File: src/rtl/sca_pkg.sv
// ----------------------------------------------------------------------------
// sca_pkg
// Shared types, key codes and character ROMs for the scan code to ASCII FIFO.
// ----------------------------------------------------------------------------
package sca_pkg;

  localparam int unsigned CHAR_W = 7;

  // Per-item operations
  typedef enum logic [1:0] {
    ACT_SCAN  = 2'd0,
    ACT_POP   = 2'd1,
    ACT_FLUSH = 2'd2,
    ACT_NONE  = 2'd3
  } action_e;

  // Set 1 key codes of the modifier keys
  localparam logic [6:0] KEY_LSHIFT = 7'h2A;
  localparam logic [6:0] KEY_RSHIFT = 7'h36;
  localparam logic [6:0] KEY_CTRL   = 7'h1D;
  localparam logic [6:0] KEY_ALT    = 7'h38;

  // Ctrl folds lowercase letters down to 1..26
  localparam logic [CHAR_W-1:0] CTRL_OFFSET = 7'h60;
  localparam logic [CHAR_W-1:0] LOWER_A     = 7'h61;
  localparam logic [CHAR_W-1:0] LOWER_Z     = 7'h7A;

  // Decoded view of one scan byte
  typedef struct packed {
    logic              shift_we;
    logic              ctrl_we;
    logic              held;
    logic              push;
    logic [CHAR_W-1:0] key_char;
  } key_t;

  // US layout, no shift
  function automatic logic [CHAR_W-1:0] rom_plain(input logic [6:0] code);
    logic [CHAR_W-1:0] c;
    unique case (code)
      7'd1:    c = 7'h1B;  // escape
      7'd2:    c = 7'h31;
      7'd3:    c = 7'h32;
      7'd4:    c = 7'h33;
      7'd5:    c = 7'h34;
      7'd6:    c = 7'h35;
      7'd7:    c = 7'h36;
      7'd8:    c = 7'h37;
      7'd9:    c = 7'h38;
      7'd10:   c = 7'h39;
      7'd11:   c = 7'h30;
      7'd12:   c = 7'h2D;  // -
      7'd13:   c = 7'h3D;  // =
      7'd14:   c = 7'h08;  // backspace
      7'd15:   c = 7'h09;  // tab
      7'd16:   c = 7'h71;  // q
      7'd17:   c = 7'h77;
      7'd18:   c = 7'h65;
      7'd19:   c = 7'h72;
      7'd20:   c = 7'h74;
      7'd21:   c = 7'h79;
      7'd22:   c = 7'h75;
      7'd23:   c = 7'h69;
      7'd24:   c = 7'h6F;
      7'd25:   c = 7'h70;
      7'd26:   c = 7'h5B;  // [
      7'd27:   c = 7'h5D;  // ]
      7'd28:   c = 7'h0A;  // enter
      7'd30:   c = 7'h61;  // a
      7'd31:   c = 7'h73;
      7'd32:   c = 7'h64;
      7'd33:   c = 7'h66;
      7'd34:   c = 7'h67;
      7'd35:   c = 7'h68;
      7'd36:   c = 7'h6A;
      7'd37:   c = 7'h6B;
      7'd38:   c = 7'h6C;
      7'd39:   c = 7'h3B;  // ;
      7'd40:   c = 7'h27;  // quote
      7'd41:   c = 7'h60;  // backtick
      7'd43:   c = 7'h5C;  // backslash
      7'd44:   c = 7'h7A;  // z
      7'd45:   c = 7'h78;
      7'd46:   c = 7'h63;
      7'd47:   c = 7'h76;
      7'd48:   c = 7'h62;
      7'd49:   c = 7'h6E;
      7'd50:   c = 7'h6D;
      7'd51:   c = 7'h2C;  // ,
      7'd52:   c = 7'h2E;  // .
      7'd53:   c = 7'h2F;  // /
      7'd55:   c = 7'h2A;  // *
      7'd57:   c = 7'h20;  // space
      7'd74:   c = 7'h2D;  // keypad minus
      7'd78:   c = 7'h2B;  // keypad plus
      default: c = '0;
    endcase
    return c;
  endfunction

  // US layout, shift held
  function automatic logic [CHAR_W-1:0] rom_shift(input logic [6:0] code);
    logic [CHAR_W-1:0] c;
    unique case (code)
      7'd1:    c = 7'h1B;
      7'd2:    c = 7'h21;  // !
      7'd3:    c = 7'h40;  // @
      7'd4:    c = 7'h23;  // #
      7'd5:    c = 7'h24;  // $
      7'd6:    c = 7'h25;  // %
      7'd7:    c = 7'h5E;  // ^
      7'd8:    c = 7'h26;  // &
      7'd9:    c = 7'h2A;  // *
      7'd10:   c = 7'h28;  // (
      7'd11:   c = 7'h29;  // )
      7'd12:   c = 7'h5F;  // _
      7'd13:   c = 7'h2B;  // +
      7'd14:   c = 7'h08;
      7'd15:   c = 7'h09;
      7'd16:   c = 7'h51;  // Q
      7'd17:   c = 7'h57;
      7'd18:   c = 7'h45;
      7'd19:   c = 7'h52;
      7'd20:   c = 7'h54;
      7'd21:   c = 7'h59;
      7'd22:   c = 7'h55;
      7'd23:   c = 7'h49;
      7'd24:   c = 7'h4F;
      7'd25:   c = 7'h50;
      7'd26:   c = 7'h7B;  // {
      7'd27:   c = 7'h7D;  // }
      7'd28:   c = 7'h0A;
      7'd30:   c = 7'h41;  // A
      7'd31:   c = 7'h53;
      7'd32:   c = 7'h44;
      7'd33:   c = 7'h46;
      7'd34:   c = 7'h47;
      7'd35:   c = 7'h48;
      7'd36:   c = 7'h4A;
      7'd37:   c = 7'h4B;
      7'd38:   c = 7'h4C;
      7'd39:   c = 7'h3A;  // :
      7'd40:   c = 7'h22;  // double quote
      7'd41:   c = 7'h7E;  // ~
      7'd43:   c = 7'h7C;  // |
      7'd44:   c = 7'h5A;  // Z
      7'd45:   c = 7'h58;
      7'd46:   c = 7'h43;
      7'd47:   c = 7'h56;
      7'd48:   c = 7'h42;
      7'd49:   c = 7'h4E;
      7'd50:   c = 7'h4D;
      7'd51:   c = 7'h3C;  // <
      7'd52:   c = 7'h3E;  // >
      7'd53:   c = 7'h3F;  // ?
      7'd55:   c = 7'h2A;
      7'd57:   c = 7'h20;
      default: c = '0;
    endcase
    return c;
  endfunction

endpackage

File: src/rtl/sca_ram.sv
// ----------------------------------------------------------------------------
// sca_ram
// Generic single-write, single-read RAM with registered read data.
// ----------------------------------------------------------------------------
module sca_ram #(
  parameter int unsigned WIDTH = 8,
  parameter int unsigned DEPTH = 64
) (
  input  logic                     clk_i,
  input  logic                     we_i,
  input  logic [$clog2(DEPTH)-1:0] waddr_i,
  input  logic [WIDTH-1:0]         wdata_i,
  input  logic                     re_i,
  input  logic [$clog2(DEPTH)-1:0] raddr_i,
  output logic [WIDTH-1:0]         rdata_o
);

  logic [WIDTH-1:0] mem_q [DEPTH];
  logic [WIDTH-1:0] rdata_q;

  // Write port
  always_ff @(posedge clk_i) begin
    if (we_i) begin
      mem_q[waddr_i] <= wdata_i;
    end
  end

  // Read port, hold data when not reading
  always_ff @(posedge clk_i) begin
    if (re_i) begin
      rdata_q <= mem_q[raddr_i];
    end
  end

  assign rdata_o = rdata_q;

endmodule

File: src/rtl/sca_key_decode.sv
// ----------------------------------------------------------------------------
// sca_key_decode
// Decodes one set 1 scan byte into modifier updates and a character to push.
// ----------------------------------------------------------------------------
module sca_key_decode (
  input  logic         [7:0] scan_byte_i,
  input  logic               shift_held_i,
  input  logic               ctrl_held_i,
  output sca_pkg::key_t      key_o
);
  import sca_pkg::*;

  logic [6:0]        code;
  logic              pressed;
  logic [CHAR_W-1:0] rom_char;
  logic [CHAR_W-1:0] mapped_char;
  logic              is_lower;

  assign code    = scan_byte_i[6:0];
  assign pressed = ~scan_byte_i[7];

  // Look up the layout and fold letters under ctrl
  assign rom_char    = shift_held_i ? rom_shift(code) : rom_plain(code);
  assign is_lower    = (rom_char >= LOWER_A) && (rom_char <= LOWER_Z);
  assign mapped_char = (ctrl_held_i && is_lower) ? rom_char - CTRL_OFFSET : rom_char;

  // Classify the key
  always_comb begin
    key_o          = '0;
    key_o.held     = pressed;
    key_o.key_char = mapped_char;
    if (code == KEY_LSHIFT || code == KEY_RSHIFT) begin
      key_o.shift_we = 1'b1;
    end else if (code == KEY_CTRL) begin
      key_o.ctrl_we = 1'b1;
    end else if (code != KEY_ALT && pressed) begin
      key_o.push = (mapped_char != '0);
    end
  end

endmodule

File: src/rtl/scancode_to_ascii_fifo.sv
// ----------------------------------------------------------------------------
// scancode_to_ascii_fifo
// Set 1 keyboard scan code decoder feeding a character FIFO.
// ----------------------------------------------------------------------------
// Usage:
//   Input channel (in_valid_i / in_stall_o) carries an action and a scan
//   byte. Action scan decodes the byte, tracks shift and ctrl, and pushes a
//   nonzero character; action pop removes one character; action flush
//   empties the FIFO but keeps the modifier state.
//   Output channel (out_valid_o / out_stall_i) returns one result per item:
//   the popped character and its valid flag, whether characters are still
//   waiting, and whether a decoded character was lost to a full FIFO.
//   The FIFO has FIFO_DEPTH slots and holds at most FIFO_DEPTH-1 characters.
//   A result passes through the work stage, where the state update and RAM
//   read take place, and then through the result register.
//   Throughput: one item per cycle unless in_stall_o is high; every action
//   updates the pointers when it is accepted, so items can follow back to back.
//   Reset: pointers and modifier flags clear, the FIFO is empty, and the
//   character RAM is not cleared (only written slots are ever read).
//   Stall: a stalled result holds; the stage behind it fills, and then
//   in_stall_o rises until the result is taken.
// ----------------------------------------------------------------------------
module scancode_to_ascii_fifo #(
  parameter int unsigned FIFO_DEPTH = 64
) (
  input  logic                       clk_i,
  input  logic                       rst_ni,
  input  logic                       in_valid_i,
  output logic                       in_stall_o,
  input  logic [1:0]                 action_i,
  input  logic [7:0]                 scan_byte_i,
  output logic                       out_valid_o,
  input  logic                       out_stall_i,
  output logic [sca_pkg::CHAR_W-1:0] char_out_o,
  output logic                       char_valid_o,
  output logic                       chars_waiting_o,
  output logic                       dropped_o
);
  import sca_pkg::*;

  localparam int unsigned PTR_W = $clog2(FIFO_DEPTH);
  localparam logic [PTR_W-1:0] PTR_LAST = PTR_W'(FIFO_DEPTH - 1);

  logic              in_accept;
  key_t              key;
  logic [PTR_W-1:0]  wp_q, wp_d, rp_q, rp_d;
  logic [PTR_W-1:0]  wp_inc, rp_inc;
  logic              shift_q, shift_d, ctrl_q, ctrl_d;
  logic              ram_we, ram_re;
  logic [CHAR_W-1:0] ram_rdata;
  logic              hit, drop;

  logic              s1_valid_q, s1_valid_d;
  logic              s1_hit_q, s1_wait_q, s1_drop_q;
  logic              s1_adv;

  logic              out_valid_q, out_valid_d;
  logic [CHAR_W-1:0] out_char_q;
  logic              out_cv_q, out_wait_q, out_drop_q;

  // Handshake
  assign in_stall_o = s1_valid_q && out_valid_q && out_stall_i;
  assign in_accept  = in_valid_i && !in_stall_o;
  assign s1_adv     = s1_valid_q && !(out_valid_q && out_stall_i);

  sca_key_decode u_decode (
    .scan_byte_i  (scan_byte_i),
    .shift_held_i (shift_q),
    .ctrl_held_i  (ctrl_q),
    .key_o        (key)
  );

  // Ring pointers wrap at the last slot
  assign wp_inc = (wp_q == PTR_LAST) ? '0 : wp_q + 1'b1;
  assign rp_inc = (rp_q == PTR_LAST) ? '0 : rp_q + 1'b1;

  // Apply the accepted action to the FIFO and modifier state
  always_comb begin
    wp_d    = wp_q;
    rp_d    = rp_q;
    shift_d = shift_q;
    ctrl_d  = ctrl_q;
    ram_we  = 1'b0;
    ram_re  = 1'b0;
    hit     = 1'b0;
    drop    = 1'b0;
    if (in_accept) begin
      unique case (action_e'(action_i))
        ACT_SCAN: begin
          if (key.shift_we) shift_d = key.held;
          if (key.ctrl_we)  ctrl_d  = key.held;
          if (key.push) begin
            if (wp_inc == rp_q) begin
              drop = 1'b1;
            end else begin
              ram_we = 1'b1;
              wp_d   = wp_inc;
            end
          end
        end
        ACT_POP: begin
          if (wp_q != rp_q) begin
            ram_re = 1'b1;
            hit    = 1'b1;
            rp_d   = rp_inc;
          end
        end
        ACT_FLUSH: begin
          wp_d = '0;
          rp_d = '0;
        end
        default: ;
      endcase
    end
  end

  sca_ram #(
    .WIDTH (CHAR_W),
    .DEPTH (FIFO_DEPTH)
  ) u_store (
    .clk_i   (clk_i),
    .we_i    (ram_we),
    .waddr_i (wp_q),
    .wdata_i (key.key_char),
    .re_i    (ram_re),
    .raddr_i (rp_q),
    .rdata_o (ram_rdata)
  );

  // State registers
  always_ff @(posedge clk_i or negedge rst_ni) begin
    if (!rst_ni) begin
      wp_q    <= '0;
      rp_q    <= '0;
      shift_q <= 1'b0;
      ctrl_q  <= 1'b0;
    end else begin
      wp_q    <= wp_d;
      rp_q    <= rp_d;
      shift_q <= shift_d;
      ctrl_q  <= ctrl_d;
    end
  end

  // Work stage: flags wait here while the RAM read completes
  assign s1_valid_d = in_accept || (s1_valid_q && !s1_adv);

  always_ff @(posedge clk_i or negedge rst_ni) begin
    if (!rst_ni) begin
      s1_valid_q <= 1'b0;
    end else begin
      s1_valid_q <= s1_valid_d;
    end
  end

  always_ff @(posedge clk_i) begin
    if (in_accept) begin
      s1_hit_q  <= hit;
      s1_wait_q <= (wp_d != rp_d);
      s1_drop_q <= drop;
    end
  end

  // Result register: load on advance, drop when taken
  assign out_valid_d = s1_adv || (out_valid_q && out_stall_i);

  always_ff @(posedge clk_i or negedge rst_ni) begin
    if (!rst_ni) begin
      out_valid_q <= 1'b0;
    end else begin
      out_valid_q <= out_valid_d;
    end
  end

  always_ff @(posedge clk_i) begin
    if (s1_adv) begin
      out_char_q <= s1_hit_q ? ram_rdata : '0;
      out_cv_q   <= s1_hit_q;
      out_wait_q <= s1_wait_q;
      out_drop_q <= s1_drop_q;
    end
  end

  assign out_valid_o     = out_valid_q;
  assign char_out_o      = out_char_q;
  assign char_valid_o    = out_cv_q;
  assign chars_waiting_o = out_wait_q;
  assign dropped_o       = out_drop_q;

endmodule

File: config.mk
export PLATFORM = sky130hd
export DESIGN_NAME = scancode_to_ascii_fifo
export DESIGN_NICKNAME = d
export VERILOG_FILES = /design/src/rtl/sca_pkg.sv /design/src/rtl/sca_ram.sv /design/src/rtl/sca_key_decode.sv /design/src/rtl/scancode_to_ascii_fifo.sv
export SDC_FILE = /design/constraint.sdc
export NUM_CORES = 1
export LEC_CHECK = 0
export ABC_AREA = 1
export CAP_MARGIN = 20
export CORE_UTILIZATION = 30
export CTS_CLUSTER_DIAMETER = 100
export DETAILED_ROUTE_END_ITERATION = 16
export DONT_BUFFER_PORTS = 1
export MAX_ROUTING_LAYER = met4
export SLEW_MARGIN = 20
export SYNTH_ARGS = -nofsm -noshare
export SYNTH_HDL_FRONTEND = slang
export SYNTH_SLANG_ARGS = --single-unit
File: constraint.sdc
create_clock -name clk_i -period 13.9 [get_ports clk_i]
set_input_delay 2.085 -clock clk_i [delete_from_list [all_inputs] [get_ports clk_i]]
set_output_delay 2.085 -clock clk_i [all_outputs]
set_load 0.01 [all_outputs]
==> metrics.txt, run 1 <==
Net Sw Frac 32.8%; crit path kind input pin to flop; register area share after synthesis 68.3%; Core ar. 69200 um2; final setup fails 0; gr ovfl total 0; Worst Path Arrival 6530 ps; Routed Antenna Nets 0; drt total wl 57500 um; slowest stage delay, CP 660 ps; family with the most delay on the worst path simple AND/OR/NAND/NOR gates; cts bufs inserted 50; Final Hold Fails 0; first-pass GRT wire length 86500 um; CP bufs+invs 3; worst rel slew slack 25.0%; Achievable Freq 0.159 GHz; Psw 1.37 mW; cell count after synthesis 1806; Tcrit/Tclk final 45.3%; Pre-antenna DRT Iters 9; Hold WC Path Type flop to flop; power per cell area 175 nW/um2; Slew Viols, Final 0; crit path max-delay cell type nor2_1; Die Ht 268 um; CTS root buffer clkbuf_16; Top Ports 26; Yosys cell types 48; DR iter-0 viols 2018; Synthesized Nets 1840; later-pin clock latency in the skew report 610 ps; Tmin final 6300 ps; WL/cell 21.0 um; pin count of the biggest net entering global routing 124; Leak 7.84 nW; DIE AREA 71600 um2; Die Wd 268 um; # rows 96; CTS tree built; clock slew at the register clock pins of the worst setup and hold paths 60 ps; Residual DRC 0; maximum buffer depth of the clock tree 3; antenna cells 0; P_int 2.80 mW; initial antenna violation count 0; vias per cell 5.25; Max H-tree Level 2; worst hold endpoint chars_waiting_o; final core utilization 34.3%; top_reg_cell synth edfxtp_1; min-delay src s1_wait_q; postcts setup bufs 0; syn avg cell area 11.7 um2; R2R cell count 17; CP endpoint kind flop; cts hold-fix bufs 0; reg2reg end u_store.mem_q[60][2]; largest fanout on the critical path 65; status completed; VDD IR max 104 uV; Critical Path Source Type input pin; FFs w/ async S/R, synth 3.31%; final worst-path setup slack 7600 ps; via count 14300; Most common cell on crit path nand2_1; number of global-route vias before repair 14100; Slew @ Worst Pin 1130 ps; dpl hpwl 34200 um; PortBufs 0; worst r2r src shift_q; Post-synth EDFFs 468; Worst R2R Setup Slack 8810 ps; fin nets 1794; MaxCap Viol Count 0; FF+latch count, synth 484; Hold Path Depth 0; RSZ-0062 raised after global routing false; CTS sink count 484; Area growth syn-to-layout 12.3%; crit path cell chain inv_1 -> ha_1 -> nand2_1 -> nand3_1 -> nand2_1 -> nand2_1 -> nand2_1 -> nand2_1 -> nand2_1 -> nand2_1 -> nand2_1 -> clkinv_2 -> buf_4 -> nand2_1 -> nor2_1 -> nand2_1 -> nand3_1 -> nand2_2 -> nand3_4 -> nand3_4 -> nor2_4 -> nand4_2 -> nor2_1; GRT Util Overall 16.4%; share of cells above drive strength 1 8.34%; global placer's final weighted congestion 0.911; most frequent cells in the layout edfxtp_1, nor2_1, o21ai_0; Synth Cell Area 21100 um2; sequential power share 39.8%; setup tns final 0 ps; pre-CTS worst setup slack 6980 ps; combinational share of power 25.7%; Required @ worst endpoint 14140 ps; post_cts resized 0; Yosys Warn Count 0; Initial Utilization 30.6%; clock group share of total power 34.4%; most common cell after layout, fill and taps aside edfxtp_1; Worst Skew 23.9 ps
## registers in the layout, summed over array words and instances, names as in the netlist
| signal | flops |
|---|---|
| char_out_o | 7 |
| shift_q | 1 |
| ctrl_q | 1 |
| out_valid_o | 1 |
| wp_q | 6 |
| char_valid_o | 1 |
| s1_drop_q | 1 |
| u_store.rdata_o | 7 |
| u_store.mem_q | 448 |
| rp_q | 6 |
| s1_valid_q | 1 |
| dropped_o | 1 |
| s1_wait_q | 1 |
| chars_waiting_o | 1 |
| s1_hit_q | 1 |
## per-stage QoR
stage	area [um2]	power, mW	hold slack, ps	std cells
floorplan	21100	2.41	400	1806
global placement	22000	2.76	409	2639
detailed placement	22000	2.75	425	2639
CTS	23800	4.18	438	2730
global route	23800	4.33	442	2730
finish	23800	4.17	434	2730
## worst max-delay path by stage
stage,start,cells after the start,end
after floorplan,scan_byte_i[1],16,u_store.mem_q[0][5]
after global placement,scan_byte_i[1],23,u_store.mem_q[27][3]
after detailed placement,scan_byte_i[1],23,u_store.mem_q[58][1]
after CTS,scan_byte_i[1],23,u_store.mem_q[12][2]
after global routing,scan_byte_i[1],21,u_store.mem_q[60][2]
final,scan_byte_i[1],23,u_store.mem_q[60][2]
## Yosys cell counts, types with 6 or more instances
library cell    n  area share, %
o211ai_1       22           0.78
a21oi_1        26           0.62
nand2_1       191            3.4
a31oi_1        10           0.30
dfrtp_1        16            1.9
clkbuf_1       96            1.7
o22ai_1        28           0.83
inv_1          63            1.1
buf_2          11           0.26
nor3_1          7           0.17
xor2_1          8           0.33
inv_2           8           0.14
nand4_1        13           0.38
ha_1           20            1.2
o21ai_0       239            5.7
nand4_2         9           0.53
nand3_1        91            2.2
o221ai_1       85            3.5
edfxtp_1      468             66
nor4_2          6           0.35
nor2_1        332            5.9
## power by group through the flow
stage | Sequential (mW) | Combinational (mW) | Clock, mW
2_1_floorplan | 1.68 | 0.725 | 0
3_3_place_gp | 1.69 | 1.07 | 0
3_5_place_dp | 1.69 | 1.06 | 0
4_1_cts | 1.66 | 1.06 | 1.45
5_1_grt | 1.66 | 1.17 | 1.50
6_report | 1.66 | 1.07 | 1.44
## kinds of logic after synthesis
kind of cell    Yosys count  share of synthesized area (%)
compound gates          428                           12.4
xor+xnor                 10                          0.414
fa+ha+maj                20                           1.18
buf+inv                 190                           3.61
flops                   484                           68.3
simple gates            674                           14.0
## per-layer routing
| layer | vias up | track usage [%] | wire length, um |
|---|---|---|---|
| met2 | 682 | 26.2 | 27200 |
| met3 | 119 | 2.44 | 4570 |
| met5 | - | - | 0 |
| li1 | 6541 | - | - |
| met1 | 6999 | 21.2 | 23900 |
| met4 | 0 | 5.87 | 1710 |
## layout make-up
class	instances	area [um2]
timing repair buffer	17	128
inverter	75	292
sequential	484	14500
fill	6780	45400
multi-input combinational	1132	5960
clock buffer	64	1350
clock inverter	27	408
tap	931	1160
Power figures use the tool's default switching activity.
==> run 2, diff against run 1 <==
clock period = 6.5 ns   (was 13.9 ns; I/O delays follow)
==> metrics.txt, run 2 (synthesized netlist as in run 1, its figures left out) <==
cts bufs inserted 50; drt total wl 57900 um; Top Ports 26; Die Wd 268 um; post-route cell area 23600 um2; # rows 96; later-pin clock latency in the skew report 600 ps; VDD IR max 181 uV; CTS root buffer clkbuf_16; maximum buffer depth of the clock tree 3; antenna cells 0; first-pass GRT wire length 87500 um; Final Hold Fails 0; most common cell after layout, fill and taps aside edfxtp_1; PortBufs 0; Slew Viols, Final 0; DIE AREA 71600 um2; power per cell area 364 nW/um2; status completed; postcts setup bufs 0; worst rel slew slack 30.9%; CTS tree built; Residual DRC 0; Hold WC Path Type input pin to async pin; vias per cell 5.33; Psw 2.90 mW; dpl hpwl 35200 um; clock group share of total power 32.0%; CP endpoint kind flop; sequential power share 42.6%; initial antenna violation count 0; number of global-route vias before repair 14200; Achievable Freq 0.206 GHz; Initial Utilization 30.6%; P_int 5.69 mW; combinational share of power 25.4%; DR iter-0 viols 1804; WL/cell 21.2 um; filler instances 6864; MaxCap Viol Count 0; share of cells above drive strength 1 8.01%; CTS sink count 484; Critical Path Source Type input pin; post_cts resized 0; Die Ht 268 um; GRT Util Overall 16.6%; crit path kind input pin to flop; Pre-antenna DRT Iters 6; Largest register FFs 448; via count 14500; Net Sw Frac 33.7%; Area after DPL 22000 um2; Max H-tree Level 2; largest fanout on the critical path 11; total power 8.59 mW; clock slew at the register clock pins of the worst setup and hold paths 60 ps; Tmin final 4860 ps; cts hold-fix bufs 0; Worst Skew 26.0 ps; Worst Path Arrival 5100 ps; Core ar. 69200 um2; setup tns final 0 ps; fin nets 1794; R2R cell count 19; Area growth syn-to-layout 11.5%; gr ovfl total 0; RSZ-0062 raised after global routing false; final setup fails 0; Required @ worst endpoint 6730 ps; global placer's final weighted congestion 0.937; Leak 7.76 nW; most flop-heavy register u_store.mem_q; Tcrit/Tclk final 74.8%; Routed Antenna Nets 0; Slew @ Worst Pin 1030 ps; pin count of the biggest net entering global routing 121; most frequent cells in the layout edfxtp_1, nor2_1, o21ai_0
-- run 2: cell count changes in the layout (fill, tap and decap cells not counted) --
| cell | change |
|---|---|
| inv_2 | +1 |
| clkinv_2 | +1 |
| bufinv_16 | -8 |
| inv_16 | -1 |
| clkinvlp_4 | -2 |
| clkinv_1 | +3 |
| inv_6 | +1 |
| clkinv_16 | +1 |
| clkbuf_16 | +1 |
| clkbuf_1 | +2 |
-- run 2: final cells by class --
class | instances | area (um2) | share of cell area, %
Clock buffer | 67 | 1380 | 5.84
Clock inverter | 23 | 193 | 0.817
Sequential cell | 484 | 14500 | 61.3
Tap cell | 931 | 1160 | 4.94
Multi-Input combinational cell | 1132 | 5960 | 25.3
Inverter | 75 | 290 | 1.23
Timing Repair Buffer | 17 | 128 | 0.541
-- run 2: worst max-delay path, stage by stage --
cell and delay, ps:
inv_1 260, ha_1 300, nand2_1 160, nand3_1 130, nand4_1 130, a21oi_2 160, nand2_1 170, inv_1 120
ha_1 140, inv_1 50, nor2_1 90, nand2_1 50, nor2_1 80, nand2_1 80, nand3_1 220, nand2_2 130
nand3_4 130, nand3_4 120, nor2_4 340, nand4_2 530, nor2_1 690
-- run 2: power by group through the flow --
stage	sequential, mW	clock [mW]	combinational (mW)
global route	3.67	2.92	2.35
floorplan	3.60	0	1.55
finish	3.66	2.75	2.18
global placement	3.72	0	2.14
detailed placement	3.72	0	2.15
CTS	3.66	2.80	2.15
-- run 2: layer usage --
| metal | GRT usage, % | vias to the layer above | wire length (um) |
|---|---|---|---|
| met4 | 5.59 | 0 | 1810 |
| met3 | 2.28 | 114 | 3940 |
| met2 | 26.7 | 668 | 27700 |
| met5 | - | - | 0 |
| met1 | 21.6 | 7219 | 24500 |
| li1 | - | 6545 | - |
-- run 2: worst paths after layout --
path	from	to	slack [ps]
worst max register to register	shift_q	u_store.mem_q[26][6]	1790
worst min register to register	s1_wait_q	chars_waiting_o	430
max in group asynchronous	rst_ni	rp_q[0]	6330
min in group clk_i	s1_wait_q	chars_waiting_o	430
worst min-delay path	rst_ni	out_valid_o	70
worst max-delay path	scan_byte_i[1]	u_store.mem_q[26][6]	1640
-- run 2: through the flow --
| step | cells | hold WS [ps] | setup slack, ps | util, % |
|---|---|---|---|---|
| after floorplan | 1806 | 400 | 974 | - |
| after global placement | 2639 | 412 | 1150 | 31.8 |
| after detailed placement | 2639 | 433 | 1060 | 31.8 |
| after CTS | 2729 | 35.7 | 1680 | 34.1 |
| after global routing | 2729 | 39.5 | 1300 | 34.1 |
| final | 2729 | 67.1 | 1640 | 34.1 |
